File: src/hw/rtl/csvfp_pkg.sv
// Shared constants for the CSV field parser.
`default_nettype none

package csvfp_pkg;

	// Default field limit; the index saturates at min(MAX_FIELDS - 1, 255)
	localparam int unsigned MAX_FIELDS_DEF = 255;

	// Payload widths
	localparam int unsigned BYTE_W  = 8;
	localparam int unsigned INDEX_W = 8;

	// Characters with a meaning to the parser
	localparam logic [BYTE_W-1:0] CH_QUOTE = 8'h22;
	localparam logic [BYTE_W-1:0] CH_COMMA = 8'h2C;
	localparam logic [BYTE_W-1:0] CH_NL    = 8'h0A;

	// Flags of one result, packed into tuser with char_valid at bit 0
	typedef struct packed {
		logic parse_error;
		logic field_end;
		logic char_valid;
	} flags_t;

endpackage

`default_nettype wire

File: src/hw/rtl/csv_field_parser.sv
// CSV line parser: splits a byte stream into fields, one byte per cycle unless stalled.
//
// Input stream (s_axis): one line character per request in tdata; tlast marks
// the final byte of the line buffer. A newline byte also ends the line.
// Output stream (m_axis): exactly one result per input byte. tdata carries the
// character after quote removal and the field index; tuser carries the
// char_valid, field_end and parse_error flags; tlast marks the line end.
//
// Path: a byte accepted on s_axis passes the input stage and then the output
// register (two registers) before it appears on m_axis.
// Throughput: one byte per cycle while m_axis_tready holds; the parse state is a
// small register, so bytes stream back to back.
// When the receiver stalls, the output register holds its request and the
// input stage fills; s_axis_tready drops only once both are occupied.
// Reset clears both stages and returns the parser to the start of a field
// with the field index at zero.
`default_nettype none

module csv_field_parser #(
	parameter int unsigned MAX_FIELDS = csvfp_pkg::MAX_FIELDS_DEF
) (
	input  wire logic        clk,
	input  wire logic        arst_n,
	// Input stream
	input  wire logic        s_axis_tvalid,
	output logic             s_axis_tready,
	input  wire logic [7:0]  s_axis_tdata,   // [7:0] data_byte
	input  wire logic        s_axis_tlast,   // last_byte
	// Result stream
	output logic             m_axis_tvalid,
	input  wire logic        m_axis_tready,
	output logic [15:0]      m_axis_tdata,   // [7:0] char_out, [15:8] field_index
	output logic [2:0]       m_axis_tuser,   // [0] char_valid, [1] field_end,
	                                         // [2] parse_error
	output logic             m_axis_tlast    // line_end
);

	// Saturation point of the field index
	localparam int unsigned CapInt = (MAX_FIELDS - 1 > 255) ? 255 : (MAX_FIELDS - 1);
	localparam logic [csvfp_pkg::INDEX_W-1:0] IdxCap = csvfp_pkg::INDEX_W'(CapInt);

	typedef enum logic [2:0] {
		PH_START  = 3'd0,
		PH_QUOTED = 3'd1,
		PH_PLAIN  = 3'd2,
		PH_QSEEN  = 3'd3,
		PH_SKIP   = 3'd4
	} phase_t;

	// Input stage
	logic                            valid_s1;
	logic [csvfp_pkg::BYTE_W-1:0]    byte_s1;
	logic                            last_s1;

	// Parse state
	phase_t                          phase_q;
	logic [csvfp_pkg::INDEX_W-1:0]   counter_q;

	// Output register
	logic                            out_valid_q;
	logic [csvfp_pkg::BYTE_W-1:0]    char_q;
	logic [csvfp_pkg::INDEX_W-1:0]   index_q;
	csvfp_pkg::flags_t               flags_q;
	logic                            line_end_q;

	// Next-state and result logic
	phase_t                          phase_d;
	logic [csvfp_pkg::INDEX_W-1:0]   counter_d;
	logic [csvfp_pkg::BYTE_W-1:0]    char_d;
	logic [csvfp_pkg::INDEX_W-1:0]   index_d;
	csvfp_pkg::flags_t               flags_d;
	logic                            line_end_d;
	logic                            close_field;
	logic                            advance;

	// Move the input stage on whenever the output register is free or drains
	assign advance       = valid_s1 && (!out_valid_q || m_axis_tready);
	assign s_axis_tready = !valid_s1 || advance;

	// Parse one byte against the current phase
	always_comb begin
		phase_d     = phase_q;
		counter_d   = counter_q;
		char_d      = '0;
		index_d     = counter_q;
		flags_d     = '0;
		line_end_d  = 1'b0;
		close_field = 1'b0;
		if (phase_q == PH_SKIP) begin
			if (byte_s1 == csvfp_pkg::CH_NL || last_s1) begin
				line_end_d = 1'b1;
				phase_d    = PH_START;
				counter_d  = '0;
			end
		end else if (byte_s1 == csvfp_pkg::CH_NL) begin
			flags_d.field_end = 1'b1;
			line_end_d        = 1'b1;
			phase_d           = PH_START;
			counter_d         = '0;
		end else begin
			case (phase_q)
				PH_QUOTED: begin
					if (byte_s1 == csvfp_pkg::CH_QUOTE) begin
						phase_d = PH_QSEEN;
					end else begin
						flags_d.char_valid = 1'b1;
						char_d             = byte_s1;
					end
				end
				PH_PLAIN: begin
					if (byte_s1 == csvfp_pkg::CH_COMMA) begin
						close_field = 1'b1;
					end else begin
						flags_d.char_valid = 1'b1;
						char_d             = byte_s1;
					end
				end
				PH_QSEEN: begin
					if (byte_s1 == csvfp_pkg::CH_QUOTE) begin
						flags_d.char_valid = 1'b1;
						char_d             = byte_s1;
						phase_d            = PH_QUOTED;
					end else if (byte_s1 == csvfp_pkg::CH_COMMA) begin
						close_field = 1'b1;
					end else begin
						flags_d.parse_error = 1'b1;
						phase_d             = PH_SKIP;
					end
				end
				default: begin
					if (byte_s1 == csvfp_pkg::CH_QUOTE) begin
						phase_d = PH_QUOTED;
					end else if (byte_s1 == csvfp_pkg::CH_COMMA) begin
						close_field = 1'b1;
					end else begin
						flags_d.char_valid = 1'b1;
						char_d             = byte_s1;
						phase_d            = PH_PLAIN;
					end
				end
			endcase
			// Close the field and bump the saturating index
			if (close_field) begin
				flags_d.field_end = 1'b1;
				counter_d         = (counter_q < IdxCap) ? counter_q + 1'b1 : IdxCap;
				phase_d           = PH_START;
			end
			// Last byte closes the final field unless it was a stray character
			if (last_s1) begin
				line_end_d = 1'b1;
				if (!flags_d.parse_error) begin
					flags_d.field_end = 1'b1;
					index_d           = counter_d;
				end
				phase_d   = PH_START;
				counter_d = '0;
			end
		end
	end

	// Input stage register
	always_ff @(posedge clk or negedge arst_n) begin
		if (!arst_n) begin
			valid_s1 <= 1'b0;
			byte_s1  <= '0;
			last_s1  <= 1'b0;
		end else if (s_axis_tready) begin
			valid_s1 <= s_axis_tvalid;
			byte_s1  <= s_axis_tdata;
			last_s1  <= s_axis_tlast;
		end
	end

	// Parse state and output register
	always_ff @(posedge clk or negedge arst_n) begin
		if (!arst_n) begin
			phase_q     <= PH_START;
			counter_q   <= '0;
			out_valid_q <= 1'b0;
			char_q      <= '0;
			index_q     <= '0;
			flags_q     <= '0;
			line_end_q  <= 1'b0;
		end else begin
			if (advance) begin
				phase_q     <= phase_d;
				counter_q   <= counter_d;
				out_valid_q <= 1'b1;
				char_q      <= char_d;
				index_q     <= index_d;
				flags_q     <= flags_d;
				line_end_q  <= line_end_d;
			end else if (m_axis_tready) begin
				out_valid_q <= 1'b0;
			end
		end
	end

	assign m_axis_tvalid = out_valid_q;
	assign m_axis_tdata  = {index_q, char_q};
	assign m_axis_tuser  = flags_q;
	assign m_axis_tlast  = line_end_q;

	// A stray character neither carries data nor closes a field
	assert property (@(posedge clk) disable iff (!arst_n)
		out_valid_q && flags_q.parse_error |-> !flags_q.char_valid && !flags_q.field_end)
		else $error("parse_error together with data or field end");

	// No data character means a zero character
	assert property (@(posedge clk) disable iff (!arst_n)
		out_valid_q && !flags_q.char_valid |-> char_q == '0)
		else $error("char_out not zero without char_valid");

	// The field index never passes its saturation point
	assert property (@(posedge clk) disable iff (!arst_n)
		counter_q <= IdxCap && (!out_valid_q || index_q <= IdxCap))
		else $error("field index beyond its limit");

	// A line end restarts parsing at the first field
	assert property (@(posedge clk) disable iff (!arst_n)
		advance && line_end_d |=> phase_q == PH_START && counter_q == '0)
		else $error("parser not restarted after line end");

	// The skip phase only follows a parse error
	assert property (@(posedge clk) disable iff (!arst_n)
		advance && phase_d == PH_SKIP && phase_q != PH_SKIP |-> flags_d.parse_error)
		else $error("skip phase entered without a parse error");

endmodule

`default_nettype wire
File: config.mk
export PLATFORM = sky130hd
export DESIGN_NAME = csv_field_parser
export DESIGN_NICKNAME = d
export VERILOG_FILES = /design/src/hw/rtl/csvfp_pkg.sv /design/src/hw/rtl/csv_field_parser.sv
export SDC_FILE = /design/constraint.sdc
export NUM_CORES = 1
export LEC_CHECK = 0
export BUFFER_PORTS_ARGS = -buffer_cell sky130_fd_sc_hd__buf_4
export CORE_ASPECT_RATIO = 1.4
export CORE_MARGIN = 2
export CORE_UTILIZATION = 39
export CTS_CLUSTER_DIAMETER = 80
export CTS_CLUSTER_SIZE = 28
export DETAILED_ROUTE_END_ITERATION = 10
export PLACE_DENSITY = 0.58
export SLEW_MARGIN = 20
export SYNTH_ARGS = -nofsm -noshare
export SYNTH_HDL_FRONTEND = slang
export SYNTH_SLANG_ARGS = --single-unit
File: constraint.sdc
create_clock -name clk -period 3.1 [get_ports clk]
set_input_delay 0.155 -clock clk [delete_from_list [all_inputs] [get_ports clk]]
set_output_delay 0.155 -clock clk [all_outputs]
set_load 0.01 [all_outputs]
# Word level (Yosys, flattened, before mapping)
# Cells that the tools add are included.
word_totals:
  ff_bits: 42
  inputBits: 13
  out_inout_bits: 22
  elab_cells: 88
classes:
  addsub: 1
  order_cmp: 1
  eq_ne: 11
  muxes: 54
  n_reduce_logical: 9
ops:
  columns: ["operator", "n"]
  rows:
  - ["two-way mux 8 bit", 16]
  - ["two-way mux 3 bit", 11]
  - ["one-hot mux 8 bit (3 select lines)", 1]
  - ["two-way mux 1 bit", 23]
  - ["== test 8 x 6 -> 1 bit, second input constant", 2]
  - ["one-hot mux 3 bit (3 select lines)", 1]
  - ["adder 8 x 1 -> 8 bit, second input constant", 1]
  - ["== test 8 x 4 -> 1 bit, second input constant", 1]
  - ["less-than comparator 8 bit, second input constant", 1]
  - ["== test 3 x 2 -> 1 bit, second input constant", 2]
  - ["inequality test 6 x 5 -> 1 bit, second input constant", 1]
  - ["inequality test 6 bit, second input constant", 1]
  - ["inequality test 5 bit, second input constant", 1]
  - ["AND reduction 5 bit", 1]
  - ["== test 3 x 1 -> 1 bit, second input constant", 1]
  - ["== test 3 bit, second input constant", 1]
  - ["logical OR 1 bit", 3]
  - ["one-hot mux 1 bit (3 select lines)", 1]
  - ["logical NOT 1 bit", 2]
  - ["inequality test 2 x 1 -> 1 bit, second input constant", 1]
  - ["one-hot mux 1 bit (2 select lines)", 1]
  - ["AND reduction 2 bit", 1]
  - ["nonzero test 2 bit", 1]
  - ["logical AND 1 bit", 1]

# Longest topological paths before layout
# Gate-level depths: netlist (run 1).
logic_depth:
  ltp_word: 11
  ltp_mapped: 9
  depth_no_buf: 6

# Least setup slack after synthesis (run 1)
# Ideal clock, no wire load.
synth_timing:
  path_kind: "register to register"
  startpoint: "register byte_s1[4] (netlist bit)"
  endpoint: "register index_q[3] (netlist bit)"
  setup_time_ns: 0.135
  arrival_time_ns: 1.851
  required_ns: 2.965
  path_slack_ns: 1.114
  stages_incl_launch_ff: 7
  n_path_buf: 0
  period_less_slack_ns: 1.986
  cell_sequence: "dfrtp_1 or4b_4 a211oi_4 o2111ai_4 and3_2 a21oi_1 o31ai_1"
synth_via:
  elab_chain_cells: 11
  word_cells_on_any_way: 18
  cone_classes: "3 x eq/ne; 15 x mux"
synth_rtl:
  columns: ["element", "line", "rtl"]
  rows:
  - ["start: declaration", "csv_field_parser.sv:52", "logic [csvfp_pkg::BYTE_W-1:0] byte_s1;"]
  - ["start signal: assignment", "csv_field_parser.sv:169", "byte_s1 <= s_axis_tdata;"]
  - ["== test 8 x 6 -> 1 bit", "csv_field_parser.sv:111, csv_field_parser.sv:123, csv_field_parser.sv:133", null]
  - ["two-way mux 1 bit", "csv_field_parser.sv:111, csv_field_parser.sv:123, csv_field_parser.sv:133", null]
  - ["two-way mux 1 bit", "csv_field_parser.sv:131", "if (byte_s1 == csvfp_pkg::CH_QUOTE) begin"]
  - ["one-hot mux 1 bit (2 select lines)", "csv_field_parser.sv:101", "case (phase_q)"]
  - ["two-way mux 1 bit", "csv_field_parser.sv:95", "end else if (byte_s1 == csvfp_pkg::CH_NL) begin"]
  - ["two-way mux 1 bit", "csv_field_parser.sv:89", "if (phase_q == PH_SKIP) begin"]
  - ["two-way mux 8 bit", "csv_field_parser.sv:143", "if (close_field) begin"]
  - ["two-way mux 8 bit", "csv_field_parser.sv:151", "if (!flags_d.parse_error) begin"]
  - ["two-way mux 8 bit", "csv_field_parser.sv:149", "if (last_s1) begin"]
  - ["two-way mux 8 bit *", "csv_field_parser.sv:95", null]
  - ["two-way mux 8 bit *", "csv_field_parser.sv:89", null]
  - ["end signal: assignment", "csv_field_parser.sv:190", "index_q <= index_d;"]
  - ["end: declaration", "csv_field_parser.sv:62", "logic [csvfp_pkg::INDEX_W-1:0] index_q;"]
# Every way passes the cells marked *; elsewhere a longest branch is shown, timed or not. The select of a mux whose other input is x is not followed.
# A chain may end at the register's enable or synchronous reset.

# Worst setup path in the final report (run 1)
layout_timing:
  startpoint: "register byte_s1[4] (netlist bit)"
  endpoint: "register index_q[4] (netlist bit)"
# Same word-level chain as after synthesis.

==> results of run 1 <==
[worst max-delay path by stage]
stage | cells after the start | slack (ps) | startpoint | endpoint
after floorplan | 6 | 1110 | byte_s1[4] | index_q[3]
after global placement | 6 | 900 | byte_s1[4] | index_q[2]
after detailed placement | 6 | 900 | byte_s1[4] | index_q[3]
after CTS | 6 | 880 | byte_s1[4] | index_q[4]
after global routing | 6 | 730 | byte_s1[4] | index_q[4]
final | 6 | 880 | byte_s1[4] | index_q[4]
[per-layer routing]
layer  vias to the layer above  track usage [%]  routed length (µm)
met5                         -                0                   0
met2                        44             31.5                2810
met3                         8             3.48                 206
met4                         0             6.17                  81
met1                       918             24.1                2280
li1                        915                -                   -
[cells in the mapped netlist, types with 2 or more instances]
| library cell | n |
|---|---|
| sky130_fd_sc_hd__dfrtp_1 | 42 |
| sky130_fd_sc_hd__nand2_1 | 21 |
| sky130_fd_sc_hd__nor2_1 | 20 |
| sky130_fd_sc_hd__a21oi_1 | 16 |
| sky130_fd_sc_hd__a22o_1 | 11 |
| sky130_fd_sc_hd__clkbuf_1 | 11 |
| sky130_fd_sc_hd__o21ai_0 | 10 |
| sky130_fd_sc_hd__mux2_2 | 9 |
| sky130_fd_sc_hd__nand2b_1 | 7 |
| sky130_fd_sc_hd__nand3_1 | 6 |
| sky130_fd_sc_hd__nor2b_1 | 5 |
| sky130_fd_sc_hd__mux2i_1 | 4 |
| sky130_fd_sc_hd__nand4_1 | 4 |
| sky130_fd_sc_hd__nor3_1 | 4 |
| sky130_fd_sc_hd__a32o_1 | 3 |
| sky130_fd_sc_hd__a41o_1 | 3 |
| sky130_fd_sc_hd__o31ai_1 | 3 |
| sky130_fd_sc_hd__a211oi_1 | 2 |
| sky130_fd_sc_hd__a31oi_1 | 2 |
| sky130_fd_sc_hd__a41oi_1 | 2 |
| sky130_fd_sc_hd__and2_1 | 2 |
| sky130_fd_sc_hd__and3_2 | 2 |
| sky130_fd_sc_hd__nand3b_1 | 2 |
| sky130_fd_sc_hd__nor3_2 | 2 |
| sky130_fd_sc_hd__nor4_1 | 2 |
| sky130_fd_sc_hd__o211ai_1 | 2 |
| sky130_fd_sc_hd__o21ai_1 | 2 |
[power breakdown]
group / switching (mW) / total (mW) / internal, mW
Clock: 0.194 / 0.373 / 0.179
Combinational: 0.172 / 0.333 / 0.160
Sequential: 0.0760 / 0.684 / 0.608
Total: 0.442 / 1.39 / 0.948
[kinds of logic (layout without fill, tap and decap cells)]
family,Yosys count,after routing
DFF,42,42
muxes,13,13
buffers and inverters,13,46
AOI/OAI and AO/OA,67,67
adders and majority gates,1,1
and+or+nand+nor,89,89
[per-stage QoR]
step                instance area [µm²]  worst slack [ps]  util (%)  total power [mW]  cells
finish                             2670               882      48.0              1.39    326
global route                       2670               729      48.0              1.49    326
CTS                                2670               876      48.0              1.41    326
detailed placement                 2570               899      46.1              1.03    317
global placement                   2570               899      46.1              1.03    317
floorplan                          2260              1110         -             0.889    225
[registers in the layout, indices dropped and copies added, names as in the netlist]
| name | flops |
|---|---|
| counter_q | 8 |
| m_axis_tlast | 1 |
| last_s1 | 1 |
| m_axis_tuser | 3 |
| byte_s1 | 8 |
| phase_q | 3 |
| index_q | 8 |
| m_axis_tvalid | 1 |
| valid_s1 | 1 |
| char_q | 8 |
[critical path, delay by kind of cell (launching register included)]
| family | cells | cell delay [ps] |
|---|---|---|
| simple gates | 2 | 810 |
| compound gates | 3 | 650 |
| flops | 1 | 420 |
| mux | 1 | 210 |
[cell type report]
class                           instances  area share, %
Tap cell                               68           3.18
Multi-Input combinational cell        170           43.3
Clock buffer                            6           3.09
Clock inverter                          2          0.468
Inverter                                1          0.140
Sequential cell                        42           39.3
Timing Repair Buffer                   37           10.5
[repair_timing]
action,4_1_cts,5_1_grt
hold buffers,1,0
endpoints found under the hold margin,42,0
endpoints found under the setup margin,0,0
==> implementation parameters, run 1 <==
Parameter                              Value

Worst setup path
  Critical-path top delay cell    sky130_fd_sc_hd__or4b_4
  CP cell instances    or4b_4 -> a211oi_4 -> o2111ai_4 -> nor3_2 -> mux2i_1 -> o21ai_1
  Maximum net fanout on the critical path    9
  Arr. time, crit path    2380 ps
  Crit Path Category    flop to flop
  Worst reg2reg startpoint    byte_s1[4]
  Sort of element at the start of the critical path    flop
  Delay of the slowest cell on the worst path    600 ps
  Critical R2R Capture    index_q[4]
  Worst endpoint required time    3260 ps
  Sort of element at the end of the critical path    flop
  Register-to-register path setup slack    880 ps
  Path depth of the worst reg2reg path    6

STA
  Minimum period implied by the final worst setup slack    2220 ps
  Final critical-path share of the clock period    71.5%
  Max-Slew Margin vs Limit    61.0%
  Least-Margin Pin Slew    584 ps
  Number of hold violations in the final report    0
  Number of setup violations in the final report    0
  Fmax    451 MHz
  Slew Limit Fails    0
  Hold WS    43.3 ps
  Setup skew after layout    9.55 ps
  Unrepaired setup endpoints after global routing    no
  Final total negative setup slack    0 ps

Place
  HPWL after detailed placement    3810 µm
  Routability congestion estimate from global placement    0.899
  Input/output buffers    34

Die
  Die Footprint    6420 µm²
  Die X-Extent    68.3 µm
  Core Region    5570 µm²
  DIE HEIGHT    94.0 µm
  Starting utilization of the core area    40.6%
  Total I/O pin count    35
  # rows    32

Hold path
  End point of the most critical hold path    valid_s1
  Tightest Hold Check Type    primary input to flop
  Worst hold path stage count    2
  Startpoint of the lowest-slack hold path    s_axis_tvalid

Job
  Max-cap violation count    0

Layout
  Number of nets in the final layout    271
  Inserted Diodes    0
  Top library cells by usage in the layout, fill and taps aside    sky130_fd_sc_hd__dfrtp_1, sky130_fd_sc_hd__buf_4, sky130_fd_sc_hd__nand2_1, sky130_fd_sc_hd__nor2_1, sky130_fd_sc_hd__a21oi_1
  Area used by sequential logic in the layout    1050 µm²
  Layout cell share with drive strength beyond 1    25.6%
  Fill cell instance count of the final layout    545
  Most frequent standard cell in the layout excluding fill and tap cells    sky130_fd_sc_hd__dfrtp_1
  Syn-to-layout area delta    18.3%
  Multi-input gate area in the final layout    1160 µm²

Clock network
  Number of buffers added by the clock tree synthesis step    5
  Sink count of the clock tree    42
  CTS resizes    0
  Number of buffers inserted by post-CTS setup repair    0
  Worst-skew pair later-pin latency    300 ps
  CTS root buf    sky130_fd_sc_hd__clkbuf_8
  Max Buffers Root-to-Sink    2
  Clock-pin slew on the worst setup and hold paths    80 ps
  Clock tree from TritonCTS    done
  # H-tree levels    2

Yosys
  Sequential share of the synthesized area    46.5%
  Adder-Cell Fraction of Synth Area    0.554%
  Number of unique standard cell types used by synthesis    53
  Gate count of the mapped netlist    225
  Main synth FF type    sky130_fd_sc_hd__dfrtp_1
  Basic-gate share of the synthesized area counting and, or, nand and nor cells    21.8%
  Share of flip-flops with an asynchronous set or reset after synthesis    100%
  EDFF count, synth    0
  Mean instance size in the synthesized netlist    10.0 µm²
  Flop and latch count out of synthesis    42
  Synth top area cells    sky130_fd_sc_hd__dfrtp_1, sky130_fd_sc_hd__mux2_2, sky130_fd_sc_hd__a22o_1
  Mapped cell area    2260 µm²
  Area share of the largest cell type after synthesis    46.5%
  Synthesis warning total    0
  Main combinational cell family by area after synthesis    compound AO/OA/AOI/OAI gates
  XOR/XNOR Fraction of Synth Area    0%
  Compound-Gate Fraction of Synth Area    22.7%
  Multiplexer area fraction after synthesis    6.26%
  Synth Net Count    239
  Cell type with the largest total area after synthesis    sky130_fd_sc_hd__dfrtp_1

GRT
  Via count of the first global-routing pass    1,855
  Largest net degree at the start of global routing    43
  First-pass GRT wire length    9120 µm
  Congestion Overflow GR    0
  Antenna violations before repair    0
  GRT Overall Usage    18.9%

Route
  Initial DRC Count    139
  Final antenna-violating net count    0
  Vias    1,885
  Routed wire per std cell    16.5 µm
  Vias per cell    5.78
  Drc violations    0
  Aggregate routed wire length    5380 µm
  DRT Pass-1 Iters    4

Power
  Leakage    1.12 nW
  Maximum vdd ir drop    0.324 mV
  Power density cells    520 nW/µm²

Run status
  Outcome    finished clean
(Power assumes the default switching activity.)
==> run 2: changes to the inputs <==
clock period = 2.1 ns   (was 3.1 ns; I/O delays follow)
==> run 2 against run 1 <==
Critical path depth did not move. Flip-flop and latch count did not move. Fmax rose by 7.5%. Power rose by 52%. Design area rose by 7.9%. Sequential power rose by 43%. Critical path type unchanged. Largest cell class unchanged. Largest power group unchanged.
==> implementation parameters, run 2 (same netlist as run 1, synthesis figures left out) <==
Parameter                              Value

Run status
  Outcome    finished clean (unchanged)

STA
  Unrepaired setup endpoints after global routing    yes (was no)
  Final critical-path share of the clock period    98.2% (was 71.5%)
  Minimum period implied by the final worst setup slack    2060 ps (was 2220 ps)
  Slew Limit Fails    0 (unchanged)
  Least-Margin Pin Slew    546 ps (was 584 ps)
  Number of setup violations in the final report    0 (unchanged)
  Fmax    485 MHz (was 451 MHz)
  Setup skew after layout    5.39 ps (was 9.55 ps)
  Number of hold violations in the final report    0 (unchanged)
  Max-Slew Margin vs Limit    63.5% (was 61.0%)
  Final total negative setup slack    0 ps (unchanged)

GRT
  Via count of the first global-routing pass    1,959 (was 1,855)
  First-pass GRT wire length    9540 µm (was 9120 µm)
  GRT Overall Usage    20.0% (was 18.9%)
  Largest net degree at the start of global routing    43 (unchanged)
  Antenna violations before repair    0 (unchanged)
  Congestion Overflow GR    0 (unchanged)

Layout
  Syn-to-layout area delta    27.6% (was 18.3%)
  Inserted Diodes    0 (unchanged)
  Top library cells by usage in the layout, fill and taps aside    sky130_fd_sc_hd__buf_4, sky130_fd_sc_hd__dfrtp_1, sky130_fd_sc_hd__nand2_1, sky130_fd_sc_hd__nor2_1, sky130_fd_sc_hd__a21oi_1 (was sky130_fd_sc_hd__dfrtp_1, sky130_fd_sc_hd__buf_4, sky130_fd_sc_hd__nand2_1, sky130_fd_sc_hd__nor2_1, sky130_fd_sc_hd__a21oi_1)
  Most frequent standard cell in the layout excluding fill and tap cells    sky130_fd_sc_hd__buf_4 (was sky130_fd_sc_hd__dfrtp_1)
  Area used by sequential logic in the layout    1050 µm² (unchanged)
  Fill cell instance count of the final layout    550 (was 545)
  Multi-input gate area in the final layout    1160 µm² (unchanged)
  Layout cell share with drive strength beyond 1    32.2% (was 25.6%)
  Count of non-filler cells in the finished layout    354 (was 326)
  Number of nets in the final layout    299 (was 271)

Worst setup path
  Worst endpoint required time    2310 ps (was 3260 ps)
  Sort of element at the start of the critical path    flop (unchanged)
  CP cell instances    or4b_4 -> a211oi_4 -> o2111ai_4 -> clkbuf_2 -> buf_4 -> o31ai_1 (was or4b_4 -> a211oi_4 -> o2111ai_4 -> nor3_2 -> mux2i_1 -> o21ai_1)
  Sort of element at the end of the critical path    flop (unchanged)
  Critical R2R Capture    index_q[3] (was index_q[4])
  Capturing element of the worst setup path    index_q[3] (was index_q[4])
  Kind of cell with the highest combined delay on the critical path    compound AO/OA/AOI/OAI gates (was simple AND/OR/NAND/NOR gates)
  Critical path origin    byte_s1[4] (unchanged)
  Arr. time, crit path    2270 ps (was 2380 ps)
  Maximum net fanout on the critical path    6 (was 9)
  Delay of the slowest cell on the worst path    590 ps (was 600 ps)
  Crit Path Category    flop to flop (unchanged)
  Worst reg2reg startpoint    byte_s1[4] (unchanged)
  Critical-path top delay cell    sky130_fd_sc_hd__or4b_4 (unchanged)
  Crit path depth    6 (unchanged)
  Register-to-register path setup slack    40 ps (was 880 ps)
  Path depth of the worst reg2reg path    6 (unchanged)
  Buf+Inv Stages, Crit Path    2 (was 0)

Clock network
  CTS root buf    sky130_fd_sc_hd__clkbuf_8 (unchanged)
  Clock tree from TritonCTS    done (unchanged)
  Number of buffers added by the clock tree synthesis step    5 (unchanged)
  # H-tree levels    2 (unchanged)
  Sink count of the clock tree    42 (unchanged)
  Worst-skew pair later-pin latency    290 ps (was 300 ps)
  Clock-pin slew on the worst setup and hold paths    80 ps (about the same)
  Max Buffers Root-to-Sink    2 (unchanged)

Die
  Starting utilization of the core area    40.6% (unchanged)
  Die Footprint    6420 µm² (unchanged)
  DIE HEIGHT    94.0 µm (unchanged)
  # rows    32 (unchanged)
  Total I/O pin count    35 (unchanged)
  Core Region    5570 µm² (unchanged)
  Die X-Extent    68.3 µm (unchanged)

Place
  HPWL after detailed placement    4220 µm (was 3810 µm)
  Routability congestion estimate from global placement    0.863 (was 0.899)
  Input/output buffers    34 (unchanged)
  Total placed cells including tap cells    341 (was 317)

Route
  Vias    1,991 (was 1,885)
  DRT Pass-1 Iters    4 (unchanged)
  Routed wire per std cell    16.3 µm (was 16.5 µm)
  Aggregate routed wire length    5760 µm (was 5380 µm)
  Initial DRC Count    144 (was 139)
  Drc violations    0 (unchanged)
  Final antenna-violating net count    0 (unchanged)
  Vias per cell    5.62 (was 5.78)

Job
  Max-cap violation count    0 (unchanged)

Power
  Leakage    1.26 nW (was 1.12 nW)
  Maximum vdd ir drop    0.419 mV (was 0.324 mV)
  Power density cells    732 nW/µm² (was 520 nW/µm²)

Hold path
  Tightest Hold Check Type    primary input to flop (unchanged)
==> run 2: changes by cell type in the layout (fill, tap and decap cells not counted), sizes merged <==
cell / change
clkbuf: +2
clkinvlp: -1
dlygate4sd3: +1
buf: +26
==> run 2: area by class of cell <==
| cell class | instances | area share, % |
|---|---|---|
| Tap cell | 68 | 2.95 |
| Inverter | 1 | 0.130 |
| Clock buffer | 7 | 2.99 |
| Sequential cell | 42 | 36.5 |
| Multi-Input combinational cell | 170 | 40.1 |
| Timing Repair Buffer | 65 | 17.1 |
| Clock inverter | 1 | 0.174 |
==> run 2: metal layers <==
metal / global-route usage [%] / vias up / part of all wire, %
met2: 33.3 / 40 / 52
met1: 25.4 / 978 / 43
met4: 6.50 / 0 / 1.6
li1: - / 964 / -
met3: 4.20 / 9 / 3.1
met5: 0 / - / 0
==> run 2: what timing repair did <==
item	4_1_cts	5_1_grt
setup buffers	0	3
hold endpoints to repair	43	0
setup endpoints to repair	0	7
gates resized for setup	0	1
hold buffers	2	0
==> run 2: worst reg2reg max path, stage by stage (launching register included) <==
cell	delay (ps)
sky130_fd_sc_hd__dfrtp_1	390
sky130_fd_sc_hd__or4b_4	590
sky130_fd_sc_hd__a211oi_4	240
sky130_fd_sc_hd__o2111ai_4	210
sky130_fd_sc_hd__clkbuf_2	200
sky130_fd_sc_hd__buf_4	140
sky130_fd_sc_hd__o31ai_1	200
==> run 2: report_power, final <==
group,total (mW),switching (mW),internal (mW)
Sequential,0.977,0.0791,0.898
Clock,0.542,0.277,0.266
Combinational,0.591,0.302,0.289
Total,2.11,0.658,1.45
==> run 2: how the worst min path moves through the flow <==
stage | startpoint | to | slack (ps) | depth (start not counted)
after CTS | s_axis_tdata[5] | byte_s1[5] | 30 | 2
after global placement | arst_n | index_q[4] | 130 | 1
final | s_axis_tdata[5] | byte_s1[5] | 40 | 2
after floorplan | arst_n | byte_s1[0] | -190 | 0
after detailed placement | arst_n | index_q[2] | 130 | 1
after global routing | s_axis_tdata[7] | byte_s1[7] | 20 | 2
==> run 2: through the flow <==
stage                     power [mW]  hold slack, ps  utilization [%]  instance area [µm²]  worst slack [ps]
final                           2.11            38.9             51.8                 2880              36.9
after global routing            2.24            20.3             51.8                 2880             -88.5
after CTS                       2.12            32.8             51.4                 2860              31.4
after detailed placement        1.57             133             49.4                 2750              69.5
after global placement          1.57             129             49.4                 2750              88.9
after floorplan                 1.31            -191                -                 2260               114
==> run 3: changes to the inputs <==
CORE_MARGIN = 5   (was 2)
==> run 3 against run 2 <==
Global-route usage fell by 3.2 points. Largest cell class unchanged. Combinational power is 4.2% lower. Sequential share of layout area is 0.079 points lower. Register-to-register slack about the same.
==> implementation parameters, run 3 (same netlist as run 1, synthesis figures left out) <==
Parameter                              Value

Worst setup path
  Worst endpoint required time    2280 ps (was 2310 ps)
  Sort of element at the end of the critical path    flop (unchanged)
  Maximum net fanout on the critical path    8 (was 6)
  CP cell instances    or4b_4 -> a211oi_4 -> o2111ai_4 -> and3_2 -> a21oi_1 -> o31ai_1 (was or4b_4 -> a211oi_4 -> o2111ai_4 -> clkbuf_2 -> buf_4 -> o31ai_1)
  Critical-path top delay cell    sky130_fd_sc_hd__or4b_4 (unchanged)
  Crit Path Category    flop to flop (unchanged)
  Arr. time, crit path    2240 ps (was 2270 ps)
  Sort of element at the start of the critical path    flop (unchanged)
  Delay of the slowest cell on the worst path    600 ps (was 590 ps)

Job
  Max-cap violation count    0 (unchanged)

Run status
  Outcome    finished clean (unchanged)

STA
  Unrepaired setup endpoints after global routing    yes (unchanged)
  Final critical-path share of the clock period    98.2% (about the same)
  Least-Margin Pin Slew    593 ps (was 546 ps)
  Number of hold violations in the final report    0 (unchanged)
  Number of setup violations in the final report    0 (unchanged)
  Slew Limit Fails    0 (unchanged)
  Minimum period implied by the final worst setup slack    2060 ps (about the same)
  Setup skew after layout    5.50 ps (was 5.39 ps)
  Max-Slew Margin vs Limit    60.2% (was 63.5%)
  Fmax    485 MHz (about the same)

Place
  HPWL after detailed placement    4400 µm (was 4220 µm)
  Routability congestion estimate from global placement    0.848 (was 0.863)
  Input/output buffers    34 (unchanged)

GRT
  First-pass GRT wire length    9860 µm (was 9540 µm)
  Antenna violations before repair    0 (unchanged)
  GRT Overall Usage    16.8% (was 20.0%)
  Largest net degree at the start of global routing    43 (unchanged)
  Via count of the first global-routing pass    2,073 (was 1,959)
  Congestion Overflow GR    0 (unchanged)

Route
  Initial DRC Count    106 (was 144)
  Vias    2,016 (was 1,991)
  Vias per cell    5.76 (was 5.62)
  Drc violations    0 (unchanged)
  Routed wire per std cell    16.4 µm (was 16.3 µm)
  DRT Pass-1 Iters    4 (unchanged)
  Aggregate routed wire length    5760 µm (about the same)
  Final antenna-violating net count    0 (unchanged)

Clock network
  CTS root buf    sky130_fd_sc_hd__clkbuf_8 (unchanged)
  Number of buffers added by the clock tree synthesis step    5 (unchanged)
  # H-tree levels    2 (unchanged)
  Clock tree from TritonCTS    done (unchanged)
  Worst-skew pair later-pin latency    290 ps (about the same)
  Max Buffers Root-to-Sink    2 (unchanged)
  Sink count of the clock tree    42 (unchanged)
  Clock-pin slew on the worst setup and hold paths    80 ps (about the same)

Die
  DIE HEIGHT    100 µm (was 94.0 µm)
  Die X-Extent    74.3 µm (was 68.3 µm)
  # rows    32 (unchanged)
  Starting utilization of the core area    40.6% (unchanged)
  Total I/O pin count    35 (unchanged)
  Die Footprint    7430 µm² (was 6420 µm²)
  Core Region    5570 µm² (unchanged)

Layout
  Most frequent standard cell in the layout excluding fill and tap cells    sky130_fd_sc_hd__buf_4 (unchanged)
  Multi-input gate area in the final layout    1190 µm² (was 1160 µm²)
  Syn-to-layout area delta    27.9% (was 27.6%)
  Fill cell instance count of the final layout    552 (was 550)
  Share of the core filled with cells in the final layout    51.9% (was 51.8%)
  Number of nets in the final layout    297 (was 299)
  Top library cells by usage in the layout, fill and taps aside    sky130_fd_sc_hd__buf_4, sky130_fd_sc_hd__dfrtp_1, sky130_fd_sc_hd__nand2_1, sky130_fd_sc_hd__nor2_1, sky130_fd_sc_hd__a21oi_1 (unchanged)
  Area used by sequential logic in the layout    1050 µm² (unchanged)
  Inserted Diodes    0 (unchanged)
  Layout cell share with drive strength beyond 1    33.0% (was 32.2%)

Power
  Total net switching power    0.650 mW (was 0.658 mW)
  Leakage    1.25 nW (was 1.26 nW)
  Total internal power    1.43 mW (was 1.45 mW)
  Sequential Power Share    47.8% (was 46.3%)
  Combinational group share of total power    27.3% (was 28.0%)
  Maximum vdd ir drop    0.409 mV (was 0.419 mV)
  Total chip power    2.08 mW (was 2.11 mW)
  Power density cells    719 nW/µm² (was 732 nW/µm²)
  Share of total power consumed by net switching    31.3% (was 31.2%)
  Share of power burned in the clock network    24.9% (was 25.7%)

Hold path
  Tightest Hold Check Type    primary input to flop (unchanged)
## run 3: metal layers
layer / track usage, % / wire length, µm / vias up
met5: 0 / 0 / -
met4: 7.81 / 210 / 0
met3: 3.11 / 222 / 21
met2: 29.8 / 3000 / 47
met1: 18.9 / 2320 / 989
li1: - / - / 959
## run 3: critical path, delay by kind of cell, from the launching register on
kind             cells  cell delay (ps)
flip-flops           1              420
AO/OA/AOI/OAI        4              650
AND/OR/NAND/NOR      2              880
## run 3: power groups by stage
| stage | Combinational, mW | Sequential (mW) | Clock, mW |
|---|---|---|---|
| floorplan | 0.310 | 1.00 | 0 |
| global placement | 0.549 | 1.00 | 0 |
| detailed placement | 0.554 | 1.01 | 0 |
| CTS | 0.559 | 0.992 | 0.536 |
| global route | 0.627 | 1.01 | 0.559 |
| finish | 0.566 | 0.993 | 0.518 |
## run 3: final timing paths
kind / startpoint / endpoint / slack (ps) / cells after the start
worst max-delay path: byte_s1[4] / index_q[6] / 40 / 6
worst min-delay path: s_axis_tdata[2] / byte_s1[2] / 40 / 2
worst max register to register: byte_s1[4] / index_q[6] / 40 / 6
worst min register to register: index_q[1] / index_q[1] / 490 / 2
max in group asynchronous: arst_n / char_q[2] / 1390 / 2
min in group asynchronous: arst_n / m_axis_tuser[2] / 340 / 2
## run 3: layout make-up
| type | count | share of cell area, % |
|---|---|---|
| flip-flops and latches | 42 | 36.4 |
| clock buffers | 6 | 2.86 |
| multi-input cells | 170 | 41.1 |
| repair buffers | 63 | 16.5 |
| inverters | 1 | 0.130 |
| well taps | 68 | 2.94 |
## run 3: timing repair
item / CTS / global route
hold buffers: 2 / 0
pin swaps: 0 / 3
endpoints found under the hold margin: 43 / 0
buffers inserted: 0 / 3
resized for setup: 1 / 9
setup endpoints to repair: 1 / 19
## run 3: through the flow
stage	hold WS [ps]	setup TNS [ps]	cells	instance area (µm²)	setup slack, ps
CTS	35.4	0	347	2840	12.6
floorplan	-191	0	225	2260	114
detailed placement	136	0	339	2730	7.10
finish	42.6	0	350	2890	37.2
global route	33.5	-511	350	2890	-95.0
global placement	134	0	339	2730	37.9
